**src/rtl/cde_pkg.sv**
```systemverilog
// Shared constants, codes and types of the circular deque engine.
package cde_pkg;

   localparam int DEPTH  = 8;
   localparam int WORD_W = 32;
   localparam int IDX_W  = $clog2(DEPTH);
   localparam int CNT_W  = $clog2(DEPTH + 1);

   localparam logic [2:0] OP_PUSH_FRONT = 3'd0;
   localparam logic [2:0] OP_PUSH_REAR  = 3'd1;
   localparam logic [2:0] OP_POP_FRONT  = 3'd2;
   localparam logic [2:0] OP_POP_REAR   = 3'd3;
   localparam logic [2:0] OP_LIST       = 3'd4;

   localparam logic [1:0] ST_OK    = 2'd0;
   localparam logic [1:0] ST_FULL  = 2'd1;
   localparam logic [1:0] ST_EMPTY = 2'd2;

   typedef struct packed {
      logic [1:0]               status;
      logic signed [WORD_W-1:0] value;
      logic                     last;
   } rsp_type;

endpackage

```
**src/rtl/cde_ram.sv**
```systemverilog
// Generic simple dual-port RAM with one write port and a registered read port.
module cde_ram #(
   parameter int WIDTH = 32,
   parameter int DEPTH = 8,
   parameter int ADDR_W = $clog2(DEPTH)
) (
   input  logic              clock,
   input  logic              wr_en,
   input  logic [ADDR_W-1:0] wr_addr,
   input  logic [WIDTH-1:0]  wr_data,
   input  logic              rd_en,
   input  logic [ADDR_W-1:0] rd_addr,
   output logic [WIDTH-1:0]  rd_data
);

   logic [WIDTH-1:0] mem_ff [DEPTH];
   logic [WIDTH-1:0] rd_data_ff;

   always_ff @(posedge clock) begin
      if (wr_en) begin
         mem_ff[wr_addr] <= wr_data;
      end
      if (rd_en) begin
         rd_data_ff <= mem_ff[rd_addr];
      end
   end

   assign rd_data = rd_data_ff;

endmodule

```
**src/rtl/cde_ctrl.sv**
```systemverilog
// Sequencer of the deque: pointers, element count and store accesses.
module cde_ctrl (
   input  logic                              clock,
   input  logic                              reset,
   input  logic                              req_valid,
   output logic                              req_ready,
   input  logic [2:0]                        req_opcode,
   input  logic signed [cde_pkg::WORD_W-1:0] req_value,
   input  logic                              out_free,
   output logic                              res_valid,
   output cde_pkg::rsp_type                  res,
   output logic                              wr_en,
   output logic [cde_pkg::IDX_W-1:0]         wr_addr,
   output logic [cde_pkg::WORD_W-1:0]        wr_data,
   output logic                              rd_en,
   output logic [cde_pkg::IDX_W-1:0]         rd_addr,
   input  logic [cde_pkg::WORD_W-1:0]        rd_data
);

   localparam int IDX_W = cde_pkg::IDX_W;
   localparam int CNT_W = cde_pkg::CNT_W;
   localparam logic [CNT_W-1:0] CNT_ONE  = CNT_W'(1);
   localparam logic [CNT_W-1:0] CNT_FULL = CNT_W'(cde_pkg::DEPTH);
   localparam logic [IDX_W-1:0] IDX_LAST = IDX_W'(cde_pkg::DEPTH - 1);

   typedef enum logic [1:0] {
      S_IDLE,
      S_POP,
      S_LIST
   } state_type;

   state_type        state_ff, state_in;
   logic [IDX_W-1:0] front_ff, front_in;
   logic [IDX_W-1:0] rear_ff, rear_in;
   logic [CNT_W-1:0] count_ff, count_in;
   logic [CNT_W-1:0] left_ff, left_in;
   logic [IDX_W-1:0] list_idx_ff, list_idx_in;

   function automatic logic [IDX_W-1:0] idx_inc(input logic [IDX_W-1:0] idx);
      return (idx == IDX_LAST) ? '0 : idx + IDX_W'(1);
   endfunction

   function automatic logic [IDX_W-1:0] idx_dec(input logic [IDX_W-1:0] idx);
      return (idx == '0) ? IDX_LAST : idx - IDX_W'(1);
   endfunction

   always_comb begin
      state_in    = state_ff;
      front_in    = front_ff;
      rear_in     = rear_ff;
      count_in    = count_ff;
      left_in     = left_ff;
      list_idx_in = list_idx_ff;
      wr_en       = 1'b0;
      wr_addr     = front_ff;
      wr_data     = req_value;
      rd_en       = 1'b0;
      rd_addr     = front_ff;
      res_valid   = 1'b0;
      res.status  = cde_pkg::ST_OK;
      res.value   = '0;
      res.last    = 1'b1;
      req_ready   = (state_ff == S_IDLE) && out_free;

      unique case (state_ff)
         S_IDLE: begin
            if (req_valid && req_ready) begin
               unique case (req_opcode) inside
                  cde_pkg::OP_PUSH_FRONT, cde_pkg::OP_PUSH_REAR: begin
                     res_valid = 1'b1;
                     if (count_ff == CNT_FULL) begin
                        res.status = cde_pkg::ST_FULL;
                     end else begin
                        wr_en    = 1'b1;
                        count_in = count_ff + CNT_ONE;
                        if (count_ff == '0) begin
                           // The first word always lands in entry zero.
                           wr_addr  = '0;
                           front_in = '0;
                           rear_in  = '0;
                        end else if (req_opcode == cde_pkg::OP_PUSH_FRONT) begin
                           wr_addr  = idx_dec(front_ff);
                           front_in = idx_dec(front_ff);
                        end else begin
                           wr_addr = idx_inc(rear_ff);
                           rear_in = idx_inc(rear_ff);
                        end
                     end
                  end
                  cde_pkg::OP_POP_FRONT, cde_pkg::OP_POP_REAR: begin
                     if (count_ff == '0) begin
                        res_valid  = 1'b1;
                        res.status = cde_pkg::ST_EMPTY;
                     end else begin
                        rd_en    = 1'b1;
                        count_in = count_ff - CNT_ONE;
                        state_in = S_POP;
                        if (req_opcode == cde_pkg::OP_POP_FRONT) begin
                           rd_addr  = front_ff;
                           front_in = idx_inc(front_ff);
                        end else begin
                           rd_addr = rear_ff;
                           rear_in = idx_dec(rear_ff);
                        end
                        if (count_ff == CNT_ONE) begin
                           front_in = '0;
                           rear_in  = '0;
                        end
                     end
                  end
                  cde_pkg::OP_LIST: begin
                     if (count_ff == '0) begin
                        res_valid  = 1'b1;
                        res.status = cde_pkg::ST_EMPTY;
                     end else begin
                        rd_en       = 1'b1;
                        rd_addr     = front_ff;
                        list_idx_in = idx_inc(front_ff);
                        left_in     = count_ff;
                        state_in    = S_LIST;
                     end
                  end
                  default: begin
                  end
               endcase
            end
         end
         S_POP: begin
            if (out_free) begin
               res_valid = 1'b1;
               res.value = $signed(rd_data);
               state_in  = S_IDLE;
            end
         end
         S_LIST: begin
            if (out_free) begin
               res_valid = 1'b1;
               res.value = $signed(rd_data);
               res.last  = (left_ff == CNT_ONE);
               if (left_ff == CNT_ONE) begin
                  state_in = S_IDLE;
               end else begin
                  // Fetch the next word while this one is handed on.
                  rd_en       = 1'b1;
                  rd_addr     = list_idx_ff;
                  list_idx_in = idx_inc(list_idx_ff);
                  left_in     = left_ff - CNT_ONE;
               end
            end
         end
         default: begin
            state_in = S_IDLE;
         end
      endcase
   end

   always_ff @(posedge clock) begin
      if (reset) begin
         state_ff    <= S_IDLE;
         front_ff    <= '0;
         rear_ff     <= '0;
         count_ff    <= '0;
         left_ff     <= '0;
         list_idx_ff <= '0;
      end else begin
         state_ff    <= state_in;
         front_ff    <= front_in;
         rear_ff     <= rear_in;
         count_ff    <= count_in;
         left_ff     <= left_in;
         list_idx_ff <= list_idx_in;
      end
   end

endmodule

```
**src/rtl/circular_deque_engine_top.sv**
```systemverilog
// Top level of the circular deque engine: sequencer, store and output register.
//
//   channel  direction  tdata               tuser        tlast
//   req      in         data_value [31:0]   opcode [2:0] -
//   rsp      out        result_value [31:0] status [1:0] last of the item
//
// A push is answered when taken; a pop reads the store, then sends the word;
// a list reads the stored words in turn through the single store read port.
// Reset is synchronous and empties the deque; store contents are not cleared.
// A stalled rsp side holds its word in the output register; the next request
// is taken once the previous item is done and that register can move.
module circular_deque_engine_top (
   input  logic        clock,
   input  logic        reset,
   input  logic        req_tvalid,
   output logic        req_tready,
   input  logic [31:0] req_tdata,   // [31:0] data_value
   input  logic [2:0]  req_tuser,   // [2:0] opcode
   output logic        rsp_tvalid,
   input  logic        rsp_tready,
   output logic [31:0] rsp_tdata,   // [31:0] result_value
   output logic [1:0]  rsp_tuser,   // [1:0] status
   output logic        rsp_tlast
);

   logic                              out_free;
   logic                              res_valid;
   cde_pkg::rsp_type                  res;
   logic                              wr_en;
   logic [cde_pkg::IDX_W-1:0]         wr_addr;
   logic [cde_pkg::WORD_W-1:0]        wr_data;
   logic                              rd_en;
   logic [cde_pkg::IDX_W-1:0]         rd_addr;
   logic [cde_pkg::WORD_W-1:0]        rd_data;
   logic                              rsp_valid_ff;
   cde_pkg::rsp_type                  rsp_ff;

   assign out_free = !rsp_valid_ff || rsp_tready;

   cde_ctrl u_ctrl (
      .clock      (clock),
      .reset      (reset),
      .req_valid  (req_tvalid),
      .req_ready  (req_tready),
      .req_opcode (req_tuser),
      .req_value  ($signed(req_tdata)),
      .out_free   (out_free),
      .res_valid  (res_valid),
      .res        (res),
      .wr_en      (wr_en),
      .wr_addr    (wr_addr),
      .wr_data    (wr_data),
      .rd_en      (rd_en),
      .rd_addr    (rd_addr),
      .rd_data    (rd_data)
   );

   cde_ram #(
      .WIDTH (cde_pkg::WORD_W),
      .DEPTH (cde_pkg::DEPTH)
   ) u_store (
      .clock   (clock),
      .wr_en   (wr_en),
      .wr_addr (wr_addr),
      .wr_data (wr_data),
      .rd_en   (rd_en),
      .rd_addr (rd_addr),
      .rd_data (rd_data)
   );

   always_ff @(posedge clock) begin
      if (reset) begin
         rsp_valid_ff <= 1'b0;
      end else if (out_free) begin
         rsp_valid_ff <= res_valid;
      end
   end

   always_ff @(posedge clock) begin
      if (out_free && res_valid) begin
         rsp_ff <= res;
      end
   end

   assign rsp_tvalid = rsp_valid_ff;
   assign rsp_tdata  = rsp_ff.value;
   assign rsp_tuser  = rsp_ff.status;
   assign rsp_tlast  = rsp_ff.last;

endmodule

```
**config.mk**
```make
export PLATFORM = sky130hd
export DESIGN_NAME = circular_deque_engine_top
export DESIGN_NICKNAME = d
export VERILOG_FILES = /design/src/rtl/cde_pkg.sv /design/src/rtl/cde_ram.sv /design/src/rtl/cde_ctrl.sv /design/src/rtl/circular_deque_engine_top.sv
export SDC_FILE = /design/constraint.sdc
export NUM_CORES = 1
export LEC_CHECK = 0
export ABC_AREA = 1
export BUFFER_PORTS_ARGS = -buffer_cell sky130_fd_sc_hd__buf_2
export CORE_AREA = 2 2 232 234
export DETAILED_ROUTE_END_ITERATION = 10
export DIE_AREA = 0 0 234 236
export PLACE_DENSITY = 0.44
export RECOVER_POWER = 25
export SLEW_MARGIN = 20
export SYNTH_ARGS = -nofsm -noshare
export SYNTH_HDL_FRONTEND = slang
export SYNTH_HIERARCHICAL = 1
export SYNTH_SLANG_ARGS = --single-unit
```
**constraint.sdc**
```tcl
create_clock -name clock -period 4.43 [get_ports clock]
set_clock_uncertainty 0.1 [all_clocks]
set_input_delay 0.6645 -clock clock [delete_from_list [all_inputs] [get_ports clock]]
set_output_delay 0.6645 -clock clock [all_outputs]
set_load 0.1 [all_outputs]
```
# == Yosys cells after proc, flatten, opt, wreduce, memory -nomap -nowiden ==
# Memories as Yosys holds them, arrays and structs flattened. A register that Yosys moved wholly into a read port is not among the register bits.
# Index checks and enable logic that the tools add are counted.
# totals
in_bits,39
output_inout_bits,37
mem_count,1
elab_cells,148
mem_bits_rw,256
regBits,55
# memory_table
memory,depth,word_bits,read_ports,rd_ports_with_merged_regs,write_ports,line,source
u_store.mem_ff,8,32,1,1,1,cde_ram.sv:16,logic [WIDTH-1:0] mem_ff [DEPTH];
# op_classes
n_mux,78
n_reduce_logical,23
addsub,8
eq_ne,28
# ops
operator,count
$mux W3,34
$pmux W32 S2,1
$mux W33,1
$mux W32,1
$mux W4,7
$pmux W3 S2,4
$reduce_and A7 Y1,3
$ne A2 B2 Y1 const B,8
$pmux W4 S2,2
$mux W1,15
$ne A3 B3 Y1 const B,5
$mux W2,7
$eq A3 B3 Y1 const B,4
$add A3 B1 Y3 const B,3
$logic_not A3 Y1,3
$eq A4 B1 Y1 const B,2
$pmux W2 S2,2
$sub A4 B1 Y4 const B,2
$eq A3 B2 Y1 const B,2
$ne A3 B1 Y1 const B,2
$pmux W1 S2,3
$pmux W2 S3,1
$reduce_and A6 Y1,1
$reduce_or A2 Y1,3
other kinds (16),21

# == Logic depth before layout (Yosys ltp) ==
# Gate-level depths: netlist of the first run.
# logic_depth
depth_word,8
depth_mapped,18
mapped_depth_nobuf,15

# == Cells and area by module ==
# Netlist of the first run, hierarchy kept.
# modules_own_cells
module,area_per_inst_um2,cells_each,n_inst,seq_area_each_um2
cde_ram,12192.9,1156,1,8648.3
cde_ctrl,2338.5,371,1,380.4
circular_deque_engine_top,1098.6,41,1,1071.0

# == Least setup slack after synthesis of the first run ==
# No wires, ideal clock.
# synth_path
kind,flip-flop to flip-flop
startpoint,register rsp_valid_ff (netlist: rsp_tvalid)
endpoint,"register rsp_ff (netlist bit rsp_tdata[0]), enable pin"
t_required_ns,3.891
setup_ns,0.439
path_slack_ns,0.633
path_buffers,1
period_less_slack_ns,3.797
arrival_ns,3.258
path_stages_with_launch,7
path_cell_list,dfxtp_1 > nand2_2 > nand2_1 > clkbuf_1 > a31oi_1 > inv_1 > a21oi_1
# synth_between
elab_chain_cells,7
word_cells_on_any_way,8
classes_between,3 x mux; 5 x reduce/logical
# synth_lines
item,line,source
from (decl),circular_deque_engine_top.sv:35,logic rsp_valid_ff;
from (signal assigned),circular_deque_engine_top.sv:75,rsp_valid_ff <= res_valid;
$logic_not A1 Y1 *,circular_deque_engine_top.sv:38,assign out_free = !rsp_valid_ff || rsp_tready;
$logic_or A1 B1 Y1 *,circular_deque_engine_top.sv:38,
via out_free,circular_deque_engine_top.sv:26,logic out_free;
$logic_and A1 B1 Y1,cde_ctrl.sv:63,req_ready = (state_ff == S_IDLE) && out_free;
$logic_and A1 B1 Y1,cde_ctrl.sv:67,if (req_valid && req_ready) begin
$mux W1,cde_ctrl.sv:67,
$pmux W1 S2 *,cde_ctrl.sv:65,unique case (state_ff)
via res_valid,circular_deque_engine_top.sv:27,logic res_valid;
$logic_and A1 B1 Y1 *,circular_deque_engine_top.sv:80,if (out_free && res_valid) begin
to (signal assigned),circular_deque_engine_top.sv:81,rsp_ff <= res;
to (decl),circular_deque_engine_top.sv:36,cde_pkg::rsp_type rsp_ff;
# The timed path passes the listed nets; every way through them passes the cells marked *.
# A chain may end at the register's enable or synchronous reset.

# == Worst setup path in the final report of the first run ==
# layout_path
startpoint,register u_ctrl.count_ff[0]
endpoint,"memory u_store.mem_ff[2][2], enable pin"
# layout_between
elab_chain_cells,7
word_cells_on_any_way,13
classes_between,1 x eq/ne; 11 x mux; 1 x reduce/logical
# layout_lines
item,line,source
from (decl),cde_ctrl.sv:35,"logic [CNT_W-1:0] count_ff, count_in;"
from (signal assigned),cde_ctrl.sv:169,count_ff <= count_in;
$eq A4 B4 Y1,cde_ctrl.sv:71,if (count_ff == CNT_FULL) begin
$mux W1,cde_ctrl.sv:71,
$mux W1,cde_ctrl.sv:68,unique case (req_opcode) inside
$mux W1,cde_ctrl.sv:67,
$mux W1,cde_ctrl.sv:65,
via wr_en,circular_deque_engine_top.sv:29,logic wr_en;
$mux W1,cde_ram.sv:20,if (wr_en) begin
$mux W1 (implied by the code),cde_ram.sv:21,mem_ff[wr_addr] <= wr_data;
to (decl),cde_ram.sv:16,
# The timed path passes the listed nets, and every way through them passes these cells.

==> key figures, run 1 <==
Floorplanning
  • Die Y-Extent: 236 µm
  • Die width: 234 µm
  • Site Rows: 85
  • Core Area: 53070 µm²
  • Die ar.: 55220 µm²
  • Initial core utilization: 29.45%
  • Ports: 76

Hold path
  • Worst min path class: input port to flop

Critical path
  • Critical path's top delay family: simple AND/OR/NAND/NOR gates
  • Worst r2r src: u_ctrl/count_ff[0]$_SDFFE_PP0P_
  • Reg2reg setup slack: 0.98 ns
  • CP cell instances: inv_1, ha_1, nand3_1, nand2_1, nor2_1, nand2_1, o22ai_1, inv_1, inv_1, nand2_1, nor2_4, buf_4
  • Crit path depth: 12
  • Worst path bufs/invs: 4
  • CP peak stage delay: 0.63 ns
  • Category of the most critical setup path: flop to flop
  • Worst reg2reg path endpoint: u_store/mem_ff[2][2]$_DFFE_PP_
  • Slowest stage cell on the critical path: nor2_4
  • CP Max Fanout: 18
  • FF-to-FF path depth: 12
  • Critical Path End Type: flop
  • CP endpoint: u_store/mem_ff[2][2]$_DFFE_PP_
  • Worst path required time: 4.57 ns
  • WP data arrival: 3.59 ns
  • Critical path launch point type: flop
  • Worst Setup SP: u_ctrl/count_ff[0]$_SDFFE_PP0P_

Finish
  • Reg area: 10100 µm²
  • Multi-input gate area in the final layout: 3867 µm²
  • Non-Filler Instances: 2340
  • # nets final: 1672
  • Fillers: 5311
  • Share of cells above drive strength 1: 9.921%
  • Syn-to-layout area delta: 14.43%

Global routing
  • Largest net degree at the start of global routing: 129
  • Initial antenna violation count: 2
  • First-pass GRT wire length: 58.13 mm
  • GRT overflow: 0
  • GRT Util Overall: 13.87%
  • Vias in the first global route: 9643

Logic synthesis
  • Post-synthesis async set-or-reset flop share: 0%
  • Warnings, synthesis: 6
  • Yosys top cell by area: edfxtp_1
  • Post-synthesis cell type count: 35
  • Seq cells post-synth: 343
  • Post-synth top flop: edfxtp_1
  • Area contributors post-synth: edfxtp_1 62%, nand2_1 12%, inv_1 7.2%
  • Syn Inst Count: 1568
  • Syn Std Cell Area: 15630 µm²
  • Seq/Total Area, Yosys: 64.62%
  • Mapped Nets: 1626
  • Post-synth EDFFs: 323
  • Synth top area share: 62.06%
  • Syn Area/Cell: 9.968 µm²

Pwr
  • Switching part of the total power: 39.26%
  • Max VDD drop: 0.2916 mV
  • P_sw: 4.405 mW
  • Lkg Pwr: 7.657 nW
  • Pwr Density: 627.4 nW/µm²
  • Int Pwr: 6.816 mW
  • Clk pwr share: 29.3%
  • Gate power share: 33.8%
  • Sequential power share: 36.9%
  • Final total power: 11.22 mW

CTS
  • Worst skew pair latency: 0.55 ns
  • Root buf cell: clkbuf_16
  • Clock Path Buffers: 3
  • Postcts setup bufs: 0
  • Post-CTS Hold Fix Bufs: 0
  • PostCTS Resize Cnt: 0
  • CTS H-tree lvls: 2
  • CTS tree: done
  • Total CTS buffers: 40
  • Register clock-pin slew on the reported worst setup and hold paths: 0.06 ns
  • CTS Sinks: 343

Timing
  • Setup violators final: 0
  • Final Cycle Share: 77.87%
  • Setup ws final: 0.9803 ns
  • Slew HR: 52.92%
  • Hold violation count in the final report: 0
  • Tightest Pin Transition: 0.7047 ns
  • Unrepaired setup endpoints after global routing: false
  • Minimum clock period: 3.450 ns
  • Post-route setup TNS: 0 ns
  • Slew Viols, Final: 0
  • Max Clk Rate: 289.9 MHz

Drt
  • Drt drc: 0
  • Via count: 10000
  • Antenna Nets Post-Route: 0
  • Vias per inst: 4.274
  • DRT Pass-1 Iters: 5
  • WL per Instance: 16.10 µm
  • Total Wirelength: 37.67 mm
  • DR iter-0 viols: 611

Placed design
  • Port Buf Inserts: 75
  • Post-Place Setup Slack: 0.9470 ns
  • GP Congestion: 0.8143
  • Dpl cells: 2268
  • Detailed placement HPWL: 21.26 mm

Run
  • Number of max-cap violations: 0

Outcome
  • Status: complete, no violations
[worst reg2reg max path: stages, from the launching register on]
cell     delay, ns
dfxtp_1       0.43
inv_1         0.13
ha_1          0.29
nand3_1       0.16
nand2_1       0.07
nor2_1        0.43
nand2_1       0.11
o22ai_1       0.13
inv_1         0.08
inv_1         0.06
nand2_1       0.22
nor2_4        0.63
buf_4         0.31
[cells by family after synthesis]
group	share of synthesized area [%]
adder cells (fa/ha/maj)	1.521
flip-flops	64.62
AND/OR/NAND/NOR	20.72
AO/OA/AOI/OAI	1.713
XOR/XNOR	0.1121
buffers and inverters	11.26
multiplexers	0.06404
[cell usage after synthesis, types with 2 or more instances]
library cell / number
nor2_2: 2
inv_1: 298
inv_2: 8
nand2_2: 3
o21ai_0: 18
or2_2: 2
buf_4: 40
nand2_1: 492
nor2_1: 58
buf_1: 5
dfxtp_1: 20
nor3b_1: 32
o22ai_1: 2
buf_2: 20
a21oi_1: 22
edfxtp_1: 323
ha_1: 19
nand2_4: 3
clkbuf_1: 15
nand4_1: 5
nand3_1: 156
buf_6: 12
[power groups by stage]
stage | Clock, mW | Combinational, mW | Sequential, mW
CTS | 3.40 | 3.85 | 4.15
floorplan | 0 | 1.92 | 5.20
global placement | 0 | 3.82 | 4.22
finish | 3.29 | 3.79 | 4.14
detailed placement | 0 | 3.84 | 4.21
global route | 3.52 | 4.16 | 4.17
[state kept, by name, summed over array words and instances (netlist names)]
signal	cells
rsp_tuser	2
u_ctrl/left_ff	4
u_ctrl/state_ff	2
u_ctrl/rear_ff	3
u_ctrl/list_idx_ff	3
u_ctrl/count_ff	4
rsp_tdata	32
u_store/rd_data	32
rsp_tvalid	1
rsp_tlast	1
u_ctrl/front_ff	3
u_store/mem_ff	256
[routing by layer]
metal | track usage [%] | wire, µm
met3 | 2.236 | 1441
met5 | 0 | 10
met1 | 18.62 | 17720
met2 | 22.82 | 17650
met4 | 4.354 | 845
[final cells by class]
type	instances	share of cell area, %
well taps	696	4.869
inverters	306	6.429
multi-input cells	827	21.62
repair buffers	96	3.288
flip-flops and latches	343	56.47
clock buffers	50	6.037
clock inverters	21	1.273
diodes	1	0.01399
[layout by cell type, fill, tap and decap left out, drive strengths merged, types with 23 or more instances in the layout]
cell type,n
nand2,498
edfxtp,323
inv,307
nand3,158
clkbuf,76
buf,70
nor2,61
nor3b,32
a21oi,23
[stage by stage]
stage          utilization, %  cell area [µm²]  hold WS, ns
5_1_grt                 33.70            17890       0.3284
4_1_cts                 33.76            17920       0.2509
2_1_floorplan               -            15630       0.3392
3_5_place_dp            31.30            16610       0.3555
3_3_place_gp            31.29            16600       0.3513
6_report                33.70            17890       0.3123
[worst min path at each step]
| stage | depth (start not counted) | startpoint | end | slack (ns) |
|---|---|---|---|---|
| floorplan | 2 | u_ctrl/left_ff[1]$_SDFFE_PP0P_ | u_ctrl/left_ff[1]$_SDFFE_PP0P_ | 0.34 |
| global placement | 2 | u_ctrl/left_ff[1]$_SDFFE_PP0P_ | u_ctrl/left_ff[1]$_SDFFE_PP0P_ | 0.35 |
| detailed placement | 2 | u_ctrl/left_ff[1]$_SDFFE_PP0P_ | u_ctrl/left_ff[1]$_SDFFE_PP0P_ | 0.36 |
| CTS | 1 | req_tdata[1] | u_store/mem_ff[7][1]$_DFFE_PP_ | 0.25 |
| global route | 1 | req_tdata[22] | u_store/mem_ff[4][22]$_DFFE_PP_ | 0.33 |
| finish | 1 | req_tdata[30] | u_store/mem_ff[5][30]$_DFFE_PP_ | 0.31 |
(Power assumes the default switching activity.)
==> run 2, diff against run 1 <==
--- a/config.mk
+++ b/config.mk
@@ -10,7 +10,7 @@
 export CORE_AREA = 2 2 232 234
 export DETAILED_ROUTE_END_ITERATION = 10
 export DIE_AREA = 0 0 234 236
-export PLACE_DENSITY = 0.44
+export PLACE_DENSITY = 0.46
 export RECOVER_POWER = 25
 export SLEW_MARGIN = 20
 export SYNTH_ARGS = -nofsm -noshare
==> constraint.sdc (replaced) <==
create_clock -name clock -period 2.8 [get_ports clock]
set_clock_uncertainty 0.1 [all_clocks]
set_input_delay 0.42 -clock clock [delete_from_list [all_inputs] [get_ports clock]]
set_output_delay 0.42 -clock clock [all_outputs]
set_load 0.1 [all_outputs]
==> run 2 against run 1 <==
- die area unchanged
- final cell count is 1.9% higher
- clock power up 62%
- via count is 1.9% higher
- register-to-register slack worse by 0.84 ns
- design area grew 3.4%
- critical path depth did not move
- global-route usage rose by 0.27 points
- core utilization up 1.2 points
- largest cell class unchanged
- highest routed layer unchanged
==> key figures, run 2 (same netlist as run 1, synthesis figures left out) <==
CTS
  • Total CTS buffers: 40 (unchanged)
  • CTS Sinks: 343 (unchanged)
  • Post-CTS Hold Fix Bufs: 0 (unchanged)
  • Clock Path Buffers: 3 (unchanged)
  • Root buf cell: clkbuf_16
  • Register clock-pin slew on the reported worst setup and hold paths: 0.06 ns (about the same)
  • CTS tree: done
  • Postcts setup bufs: 0 (unchanged)
  • Worst skew pair latency: 0.57 ns (+0.02 ns)
  • CTS H-tree lvls: 2 (unchanged)

Finish
  • Share of cells above drive strength 1: 12.39% (+2.5 points)
  • Fillers: 5301 (-0.19%)
  • Commonest non-fill, non-tap cell in the layout: nand2_1
  • Final core utilization: 34.86% (+1.2 points)
  • Commonest non-fill, non-tap cells in the layout: 488 x nand2_1, 323 x edfxtp_1, 298 x inv_1
  • Reg area: 10100 µm² (about the same)
  • Syn-to-layout area delta: 18.36%
  • Max FFs per register: 256 (unchanged)
  • Multi-input gate area in the final layout: 3892 µm² (+0.65%)
  • Top reg by flops: u_store/mem_ff
  • # nets final: 1713 (+2.5%)

Pwr
  • Max VDD drop: 0.4959 mV (+70%)
  • Lkg Pwr: 7.947 nW (+3.8%)
  • P_sw: 7.149 mW (+62%)
  • Switching part of the total power: 39.16% (-0.094 points)
  • Pwr Density: 986.7 nW/µm² (+57%)
  • Gate power share: 35.0% (+1.2 points)
  • Clk pwr share: 29.3% (about the same)
  • Int Pwr: 11.11 mW (+63%)
  • Sequential power share: 35.7% (-1.2 points)

Critical path
  • Reg2reg setup slack: 0.14 ns (-0.84 ns)
  • Critical path launch point type: flop
  • Category of the most critical setup path: flop to flop
  • WP data arrival: 2.82 ns (-0.77 ns)
  • FF-to-FF path depth: 12 (unchanged)
  • Critical Path End Type: flop
  • Worst reg2reg path endpoint: u_store/mem_ff[5][25]$_DFFE_PP_
  • Worst path required time: 2.96 ns (-1.61 ns)
  • CP Max Fanout: 11 (-7)
  • Worst r2r src: u_ctrl/state_ff[0]$_SDFFE_PP0P_

Run
  • Number of max-cap violations: 0 (unchanged)

Global routing
  • Initial antenna violation count: 5 (+3)
  • GRT Util Overall: 14.14% (+0.27 points)
  • Vias in the first global route: 9965 (+3.3%)
  • Largest net degree at the start of global routing: 79 (-39%)
  • First-pass GRT wire length: 59.31 mm (+2.0%)
  • GRT overflow: 0 (unchanged)

Hold path
  • Worst Hold Path EP: u_store/mem_ff[0][21]$_DFFE_PP_
  • Beginning of the worst hold path: req_tdata[21]
  • Worst min path class: input port to flop
  • Worst Hold Depth: 1 (unchanged)

Placed design
  • GP Congestion: 0.8174 (+0.38%)
  • Port Buf Inserts: 75 (unchanged)
  • Detailed placement HPWL: 23.37 mm (+9.9%)

Timing
  • Hold violation count in the final report: 0 (unchanged)
  • Slew Viols, Final: 0 (unchanged)
  • Unrepaired setup endpoints after global routing: false
  • Slew HR: 49.93% (-3.0 points)
  • Final Cycle Share: 94.90% (+17 points)
  • Setup violators final: 0 (unchanged)
  • Tightest Pin Transition: 0.7494 ns (+0.04467 ns)
  • Minimum clock period: 2.657 ns (-0.7926 ns)
  • Max Clk Rate: 376.4 MHz (+30%)
  • Post-route setup TNS: 0 ns (unchanged)

Floorplanning
  • Ports: 76 (unchanged)
  • Core Area: 53070 µm² (unchanged)
  • Die Y-Extent: 236 µm (unchanged)
  • Die ar.: 55220 µm² (unchanged)
  • Site Rows: 85 (unchanged)
  • Die width: 234 µm (unchanged)
  • Initial core utilization: 29.45% (unchanged)

Drt
  • Via count: 10190 (+1.9%)
  • DRT Pass-1 Iters: 5 (unchanged)
  • Antenna Nets Post-Route: 0 (unchanged)
  • Vias per inst: 4.273 (about the same)
  • WL per Instance: 16.16 µm (+0.41%)
  • Total Wirelength: 38.55 mm (+2.3%)
  • DR iter-0 viols: 613 (+0.33%)
  • Drt drc: 0 (unchanged)

Outcome
  • Status: complete, no violations
[run 2: changes by cell type in the layout (fill, tap and decap cells not counted), sizes merged]
cell    previous run  this run
buf               70       111
bufinv             5         6
clkbuf            76        71
clkinv            15        22
diode              1         2
[run 2: how the worst max path moves through the flow]
| stage | slack [ns] | endpoint | start | depth (start not counted) |
|---|---|---|---|---|
| 4_1_cts | 0.02 | u_store/mem_ff[1][18]$_DFFE_PP_ | u_ctrl/count_ff[0]$_SDFFE_PP0P_ | 11 |
| 2_1_floorplan | 0.05 | u_store/mem_ff[0][0]$_DFFE_PP_ | u_ctrl/count_ff[0]$_SDFFE_PP0P_ | 11 |
| 6_report | 0.14 | u_store/mem_ff[5][25]$_DFFE_PP_ | u_ctrl/state_ff[0]$_SDFFE_PP0P_ | 12 |
| 3_5_place_dp | 0.04 | u_store/mem_ff[1][5]$_DFFE_PP_ | rsp_tready | 12 |
| 3_3_place_gp | 0.02 | u_store/mem_ff[1][5]$_DFFE_PP_ | rsp_tready | 12 |
| 5_1_grt | 0.004 | u_store/mem_ff[5][28]$_DFFE_PP_ | u_ctrl/state_ff[0]$_SDFFE_PP0P_ | 13 |
[run 2: routing by layer]
layer | part of all wire, % | global-route usage [%] | wire, µm
met4 | 2.0 | 4.411 | 786
met3 | 3.7 | 2.502 | 1408
met5 | 0.088 | 0 | 34
met1 | 47 | 18.80 | 17940
met2 | 48 | 23.34 | 18370
[run 2: final cells by class]
cell class / instances / area share (%)
clock buffers: 45 / 5.512
repair buffers: 137 / 6.195
flip-flops and latches: 343 / 54.60
clock inverters: 29 / 1.704
multi-input cells: 827 / 21.04
well taps: 696 / 4.707
diodes: 2 / 0.02705
inverters: 306 / 6.215
[run 2: power by group through the flow]
stage	combinational, mW	sequential, mW	clock [mW]
floorplan	3.06	8.22	0
global placement	6.42	6.63	0
detailed placement	6.46	6.63	0
CTS	6.48	6.53	5.49
global route	6.97	6.57	5.68
finish	6.39	6.52	5.34
[run 2: stage by stage]
step	area [µm²]	setup WS (ns)	power, mW	cells	hold slack, ns
after floorplan	15700	0.04730	11.28	1568	0.3392
after global placement	17160	0.02263	13.05	2309	0.3525
after detailed placement	17160	0.04105	13.09	2309	0.3550
after CTS	18500	0.01604	18.50	2383	0.01067
after global routing	18500	0.003888	19.22	2385	0.06986
final	18500	0.1429	18.25	2385	0.05167
[run 2: timing repair]
action / in CTS / in global routing
gates resized for setup: 0 / 9
endpoints found under the setup margin: 0 / 288
hold endpoints to repair: 0 / 0
[run 2: critical path, cell delays in order (launching register included)]
cell and delay (ns):
dfxtp_1 0.31, inv_1 0.08, ha_1 0.18, buf_4 0.16, nand4_1 0.15, nor2_2 0.29
o211ai_1 0.17, o21ai_0 0.11, inv_1 0.11, inv_1 0.08, nand2_1 0.14, nor2_4 0.27
buf_12 0.19
==> run 3, diff against run 2 <==
==> constraint.sdc (replaced) <==
create_clock -name clock -period 2.1 [get_ports clock]
set_clock_uncertainty 0.1 [all_clocks]
set_input_delay 0.315 -clock clock [delete_from_list [all_inputs] [get_ports clock]]
set_output_delay 0.315 -clock clock [all_outputs]
set_load 0.1 [all_outputs]
==> run 3 against run 2 <==
- the run now ends with setup timing left
- final cell count increased by 8.0%
- non-clock buffer count rose by 192
- sequential power up 34%
- hold slack improved by 0.11 ns
- worst setup slack worse by 0.42 ns
- clock power up 26%
- sequential share of layout area shrank 8.7 points
==> key figures, run 3 (same netlist as run 1, synthesis figures left out) <==
Outcome
  • Status: finished, violations left
  • Failing checks: setup timing

Global routing
  • Vias in the first global route: 11110 (+11%)
  • GRT Util Overall: 16.40% (+2.3 points)
  • Initial antenna violation count: 2 (-3)
  • GRT overflow: 0 (unchanged)
  • First-pass GRT wire length: 67.41 mm (+14%)
  • Largest net degree at the start of global routing: 32 (-59%)

Floorplanning
  • Initial core utilization: 29.45% (unchanged)
  • Site Rows: 85 (unchanged)
  • Ports: 76 (unchanged)
  • Die width: 234 µm (unchanged)
  • Core Area: 53070 µm² (unchanged)
  • Die Y-Extent: 236 µm (unchanged)
  • Die ar.: 55220 µm² (unchanged)

Critical path
  • Worst r2r src: u_ctrl/state_ff[1]$_SDFFE_PP0P_
  • Critical Path End Type: flop
  • Category of the most critical setup path: flop to flop
  • WP data arrival: 2.55 ns (-0.27 ns)
  • FF-to-FF path depth: 12 (unchanged)
  • Worst Setup SP: u_ctrl/state_ff[1]$_SDFFE_PP0P_
  • Worst reg2reg path endpoint: u_store/mem_ff[3][8]$_DFFE_PP_
  • CP Max Fanout: 6 (-5)
  • CP endpoint: u_store/mem_ff[3][8]$_DFFE_PP_
  • Worst path required time: 2.27 ns (-0.69 ns)
  • Reg2reg setup slack: -0.28 ns (-0.42 ns)
  • Critical path launch point type: flop

Drt
  • WL per Instance: 18.48 µm (+14%)
  • Via count: 11460 (+12%)
  • DRT Pass-1 Iters: 5 (unchanged)
  • Vias per inst: 4.449 (+4.1%)
  • Total Wirelength: 47.59 mm (+23%)
  • Drt drc: 0 (unchanged)
  • DR iter-0 viols: 727 (+19%)
  • Antenna Nets Post-Route: 0 (unchanged)

Finish
  • Commonest non-fill, non-tap cell in the layout: nand2_1
  • Syn-to-layout area delta: 41.06%
  • Fillers: 5022 (-5.3%)
  • Multi-input gate area in the final layout: 4687 µm² (+20%)
  • Share of cells above drive strength 1: 29.25% (+17 points)
  • # nets final: 1905 (+11%)
  • Reg area: 10110 µm² (about the same)
  • Max FFs per register: 256 (unchanged)
  • Top reg by flops: u_store/mem_ff
  • Commonest non-fill, non-tap cells in the layout: 420 x nand2_1, 323 x edfxtp_1, 286 x inv_1

Timing
  • Slew HR: 66.82% (+17 points)
  • Final Cycle Share: 113.1% (+18 points)
  • Minimum clock period: 2.375 ns (-0.2817 ns)
  • Unrepaired setup endpoints after global routing: true
  • Post-route setup TNS: -63.12 ns (-63.12 ns)
  • Tightest Pin Transition: 0.5012 ns (-0.2482 ns)
  • Hold violation count in the final report: 0 (unchanged)
  • Setup violators final: 324 (+324)
  • Max Clk Rate: 421.0 MHz (+12%)
  • Slew Viols, Final: 0 (unchanged)
  • Setup ws final: -0.2754 ns (-0.4183 ns)

Placed design
  • Port Buf Inserts: 75 (unchanged)
  • GP Congestion: 0.8315 (+1.7%)
  • Detailed placement HPWL: 24.90 mm (+6.5%)
  • Post-Place Setup Slack: -0.4942 ns (-0.5353 ns)

CTS
  • Register clock-pin slew on the reported worst setup and hold paths: 0.06 ns (about the same)
  • CTS tree: done
  • Total CTS buffers: 39 (-2.5%)
  • Clock Path Buffers: 3 (unchanged)
  • CTS Sinks: 343 (unchanged)
  • CTS H-tree lvls: 2 (unchanged)
  • Root buf cell: clkbuf_16
  • Worst skew pair latency: 0.57 ns (about the same)

Pwr
  • Final total power: 28.28 mW (+55%)
  • Lkg Pwr: 9.627 nW (+21%)
  • Pwr Density: 1283 nW/µm² (+30%)
  • Max VDD drop: 0.7220 mV (+46%)

Run
  • Number of max-cap violations: 0 (unchanged)

Hold path
  • Worst min path class: input port to flop
==> run 3: cell types whose count changed in the layout (fill, tap and decap cells not counted), moves of 19 or more <==
cell,before,now
nand3_1,155,83
nand2_4,4,29
dlygate4sd3_1,0,33
buf_4,35,101
buf_12,27,55
buf_6,0,20
nand2_1,488,420
nand2_2,6,49
clkbuf_16,40,59
nand3_2,2,69
buf_16,0,23
==> run 3: worst min path at each step <==
stage / start / end / cells past startpoint
2_1_floorplan: reset / rsp_tvalid$_SDFFE_PP0P_ / 1
3_3_place_gp: u_ctrl/left_ff[1]$_SDFFE_PP0P_ / u_ctrl/left_ff[1]$_SDFFE_PP0P_ / 2
3_5_place_dp: u_ctrl/left_ff[1]$_SDFFE_PP0P_ / u_ctrl/left_ff[1]$_SDFFE_PP0P_ / 2
4_1_cts: rsp_tready / rsp_tvalid$_SDFFE_PP0P_ / 6
5_1_grt: req_tuser[2] / rsp_tuser[0]$_DFFE_PP_ / 4
6_report: rsp_tready / rsp_tvalid$_SDFFE_PP0P_ / 6
==> run 3: layout make-up <==
type	instances	area share, %
repair buffers	329	17.81
clock inverters	21	0.8456
repair inverters	1	0.05108
well taps	696	3.950
diodes	2	0.02270
clock buffers	50	4.807
inverters	306	5.397
multi-input cells	827	21.26
flip-flops and latches	343	45.85
==> run 3: what timing repair did <==
| action | 4_1_cts | 5_1_grt |
|---|---|---|
| endpoints found under the hold margin | 264 | 0 |
| hold buffers | 33 | 0 |
| gates resized for setup | 167 | 146 |
| gates cloned | 26 | 22 |
| setup buffers | 37 | 25 |
| pin swaps | 53 | 80 |
| setup endpoints to repair | 324 | 327 |
==> run 3: layer usage <==
metal	wire length, µm	track usage, %
met4	1145	5.811
met2	22580	26.26
met1	21530	22.24
met3	2324	2.877
met5	11	0
==> run 3: worst max-delay path, cell delays in order (launching register included) <==
cell,delay [ns]
dfxtp_2,0.33
inv_2,0.07
ha_4,0.15
buf_6,0.11
nand4_1,0.14
nor2_4,0.20
buf_6,0.15
o21ai_2,0.05
inv_2,0.16
nand2_4,0.09
nor2_4,0.19
buf_12,0.17
clkbuf_16,0.16
==> run 3: power by group <==
| part | internal (mW) | switching, mW | total [mW] |
|---|---|---|---|
| sequential | 8.48 | 0.241 | 8.72 |
| clock | 3.95 | 2.79 | 6.74 |
| combinational | 4.80 | 8.02 | 12.8 |
| total | 17.2 | 11.1 | 28.3 |
==> run 3: through the flow <==
| stage | util [%] | hold WS (ns) | instance area (µm²) | instances |
|---|---|---|---|---|
| 2_1_floorplan | - | 0.2683 | 15790 | 1568 |
| 3_3_place_gp | 33.63 | 0.3542 | 17850 | 2379 |
| 6_report | 41.54 | 0.1661 | 22050 | 2575 |
| 5_1_grt | 41.54 | 0.1759 | 22040 | 2574 |
| 3_5_place_dp | 33.63 | 0.3547 | 17850 | 2379 |
| 4_1_cts | 39.84 | 0.1350 | 21140 | 2544 |
